--- src/design/rsa_me_ram.sv ---
// generic single write, single registered read memory
`default_nettype none
module rsa_me_ram #(
  parameter int WIDTH = 32,
  parameter int DEPTH = 64
) (
  input  wire logic                     clk,
  input  wire logic                     we,
  input  wire logic [$clog2(DEPTH)-1:0] waddr,
  input  wire logic [WIDTH-1:0]         wdata,
  input  wire logic [$clog2(DEPTH)-1:0] raddr,
  output logic      [WIDTH-1:0]         rdata
);

  logic [WIDTH-1:0] mem [DEPTH];

  always_ff @(posedge clk) begin
    if (we) begin
      mem[waddr] <= wdata;
    end
    rdata <= mem[raddr];
  end

endmodule
`default_nettype wire

--- config.mk ---
export PLATFORM = sky130hd
export DESIGN_NAME = rsa_me_ram
export DESIGN_NICKNAME = d
export VERILOG_FILES = /design/src/design/rsa_me_ram.sv
export SDC_FILE = /design/constraint.sdc
export NUM_CORES = 2
export LEC_CHECK = 0
export BUFFER_PORTS_ARGS = -buffer_cell sky130_fd_sc_hd__buf_2
export CORE_MARGIN = 2
export CORE_UTILIZATION = 57
export DETAILED_ROUTE_END_ITERATION = 12
export PLACE_DENSITY = 0.76
export SLEW_MARGIN = 20
export SYNTH_ARGS = -nofsm -noshare
export SYNTH_HDL_FRONTEND = slang
export SYNTH_SLANG_ARGS = --single-unit
--- constraint.sdc ---
create_clock -name clk -period 3.5 [get_ports clk]
set_input_delay 0.525 -clock clk [delete_from_list [all_inputs] [get_ports clk]]
set_output_delay 0.525 -clock clk [all_outputs]
set_load 0.02 [all_outputs]
Word level (Yosys, flattened, before mapping)
Memory sizes are Yosys's and may differ from the RTL's. A register that Yosys moved wholly into a read port is not among the register bits.
Index checks and enable logic that the tools add are counted.
{ "word_totals": {"reg_bits": 0, "latch_bits": 0, "mem_bits_rw": 2048, "rom_bits": 0, "in_bits": 46, "wordCells": 3, "n_memories": 1} }
{ "memory_table": {"columns": ["memory", "words", "word_bits", "read_ports", "rd_ports_with_merged_regs", "wr", "line", "source"], "rows": [
  ["mem", 64, 32, 1, 1, 1, "15", "logic [WIDTH-1:0] mem [DEPTH];"]
]} }
{ "op_classes": {"addsub": 0, "multipliers": 0, "n_div": 0, "order_cmp": 0, "n_eq_ne": 0, "n_shift": 0, "n_mux": 2, "bitwise": 0, "reduce_logical": 0} }
{ "ops": {"columns": ["op", "count"], "rows": [
  ["two-way mux 1 bit", 2]
]} }

Longest topological paths before layout
{ "logic_depth": {"word_depth": 2, "mapped_depth": 10} }

Worst setup path after synthesis
No wires, ideal clock.
{ "synth_timing": {"kind": "input port to flip-flop", "startpoint": "in waddr[3]", "endpoint": "mem mem[48][0] (enable)", "arrival_ns": 3.224, "slack_ns": -0.185, "path_stages": 4, "n_path_buf": 1, "path_cell_list": "clkbuf_1 nor2b_1 nand4b_1 nor3_1"} }
{ "synth_rtl": {"columns": ["item", "line", "source"], "rows": [
  ["from (decl)", "9", "input wire logic [$clog2(DEPTH)-1:0] waddr,"],
  ["to (decl)", "15", null]
]} }
No word-level cell before the write port.

==> results.toml <==
[synth]
ys_async_sr_fraction = 0
synth_flop_cell = "edfxtp_1"
syn_avg_cell_area_um2 = 23.6
synth_top_area_share = 0.783
yosysTopAreaCell = "edfxtp_1"
synth_seq_cells = 2080
ys.warnings.count = 0
yosysSeqAreaShare = 0.791
syn-num-nets = 3370
ys_top_cells_by_area = "edfxtp_1 (78%), mux4_2 (16%), mux2i_1 (1.2%)"
yosysMostFrequentCell = "edfxtp_1"
syn_inst = 3324
yosysUniqueCellTypes = 34
synthTopCellsByCount = "edfxtp_1 (2048), mux4_2 (544), nor2_1 (137)"
synth_area_um2 = 78500
synth_edf_count = 2048

[floorplanning]
initial_core_util = 0.572
dieArea_um2 = 141000
die_h_um = 375
io_pins = 78
dieWidth_um = 375
core-area_um2 = 137000
num_rows = 136

[cells_and_area]
design_area_um2 = 89600
layout.nets = 3708
fill_cells = 8348
fin_util = 0.653
drive_gt1_frac = 0.314
area_growth_pct = 14.1

[drt]
wl_um = 200000
num_vias = 38500
drt_pass1_iterations = 5
drc = 0
wl_per_cell_um = 35.7
drt-initial-drc-count = 5888
viasPerCell = 6.85
drtAntennaViolNets = 0

[sta]
hold_viol = 0
min_period_ps = 2720
grt_setup_unrepaired = "no"
tns_ps = 0
max_freq_mhz = 367
maxSlewViolCount = 0
worstMarginPinSlew_ps = 1110
maxSlewHeadroom = 0.258
finClkSkew_ps = 25.8
final.setup.worst_slack_ps = 776
setup_viol = 0
fin_crit_sh = 0.778

[pwr]
total_power_uw = 50800
p_leak_uw = 0.0282
power_density_nw_per_um2 = 567
max-vdd-ir-drop_mv = 0.533
p_comb_frac = 0.053
intPower_uw = 40100
p_sw_frac = 0.211
clockPowerShare = 0.402
p_seq_frac = 0.545
netSwitchingPower_uw = 10700

[grt]
gr-total-overflow = 0
grt_pass1_vias = 39500
grt_pass1_wl_um = 286000
grt_antenna_before_repair = 6
grt_max_degree = 65
track_usage = 0.290

[min_path]
hp-start = "wdata[7]"
worstHoldEndpoint = "mem[50][7]"
hp-class = "input pin to flop"
min_path_cells = 1

[place]
hpwl_um = 110000
portBuffers = 77
place_ws_ps = -19.3
placed_area_um2 = 83400
gp_congestion = 0.810

[setup_path]
reg2reg_setup_slack_ps = 980
cp-end-kind = "flop"
reg2reg_depth = 4
r2r-start = "mem[12][9]"
r2r-end = "rdata[9]"
arrival_ps = 3370
crit_required_ps = 4140
crit_path_start = "raddr[0]"
cp-start-kind = "input pin"
crit_fanout = 29
critical_path_class = "input pin to flop"

[clock_tree]
clock-root-buffer = "clkbuf_16"
cts_tree = "yes"
clock_sinks = 2080
post_cts_buffers = 0
clkTransAtPathRegs_ps = 60
ctsHoldBuffers = 0
cts_made_buffers = 192
clockBufferDepth = 3
clkLatencyLatePin_ps = 840
htree_num_levels = 4
cts_resized = 0

[flow_run]
cap_violations = 0

[run_status]
status = "complete, no violations"
-- power groups by stage --
stage / sequential, µW / clock [µW] / combinational [µW]
2_1_floorplan: 28200 / 0 / 1340
3_3_place_gp: 28200 / 0 / 2580
3_5_place_dp: 28200 / 0 / 2650
4_1_cts: 27700 / 20600 / 2680
5_1_grt: 27700 / 21500 / 2810
6_report: 27700 / 20400 / 2690
-- flip-flops by register name, indices dropped and copies added, names as in the netlist --
name	count
mem	2048
rdata	32
-- how the worst max path moves through the flow --
stage | end
after global placement | rdata[13]
after CTS | rdata[9]
final | rdata[9]
after detailed placement | rdata[9]
after floorplan | mem[39][0]
after global routing | rdata[11]
-- area by class of cell --
type,count,area (µm²),area share
Antenna cell,4,10.0,0.000112
Clock buffer,251,5140,0.0574
Clock inverter,104,943,0.0105
Multi-Input combinational cell,1062,16000,0.178
Sequential cell,2080,62100,0.694
Tap cell,1794,2240,0.0251
Timing Repair Buffer,326,3120,0.0348
-- through the flow --
| step | cells | hold WS, ps |
|---|---|---|
| after floorplan | 3324 | 624 |
| after global placement | 5260 | 718 |
| after detailed placement | 5260 | 720 |
| after CTS | 5615 | 282 |
| after global routing | 5617 | 112 |
| final | 5621 | 117 |
-- cell usage in the layout (no fill, tap or decap), types with 4 or more instances in the layout --
| cell type | count |
|---|---|
| mux4_2 | 544 |
| nand3b_1 | 5 |
| bufinv_16 | 15 |
| nor2_1 | 75 |
| a41o_1 | 4 |
| clkinv_1 | 41 |
| inv_6 | 6 |
| nand2_1 | 26 |
| buf_4 | 211 |
| edfxtp_1 | 2048 |
| mux2i_1 | 93 |
| o22ai_1 | 84 |
| clkbuf_1 | 51 |
| dfxtp_1 | 32 |
| o32ai_1 | 4 |
| nor3_1 | 5 |
| a21oi_1 | 62 |
| buf_2 | 50 |
| clkbuf_16 | 195 |
| o221ai_1 | 27 |
| nor2b_1 | 15 |
| and3_1 | 4 |
| clkinv_2 | 34 |
| nand3_1 | 5 |
| clkbuf_8 | 5 |
| nand2b_1 | 7 |
| buf_12 | 60 |
| diode_2 | 4 |
| nor2_4 | 62 |
| a311oi_1 | 8 |
| a22oi_1 | 12 |
-- metal layers --
layer | routed length (µm) | vias up | track usage
li1 | - | 14900 | -
met1 | 70100 | 20300 | 0.399
met2 | 97000 | 2835 | 0.457
met3 | 24200 | 454 | 0.0628
met4 | 9040 | 6 | 0.125
met5 | 36 | - | 0
-- worst max-delay path: stages --
cell	delay, ps
buf_8	340
buf_12	240
buf_4	270
mux4_2	560
mux4_2	480
o22ai_1	660
nor2_1	260
-- logic make-up after synthesis --
family / share of synthesized area
simple gates: 0.0127
compound gates: 0.0167
buf+inv: 0.0113
mux: 0.168
flops: 0.791
Note: power is estimated with default switching activity, not from simulation.
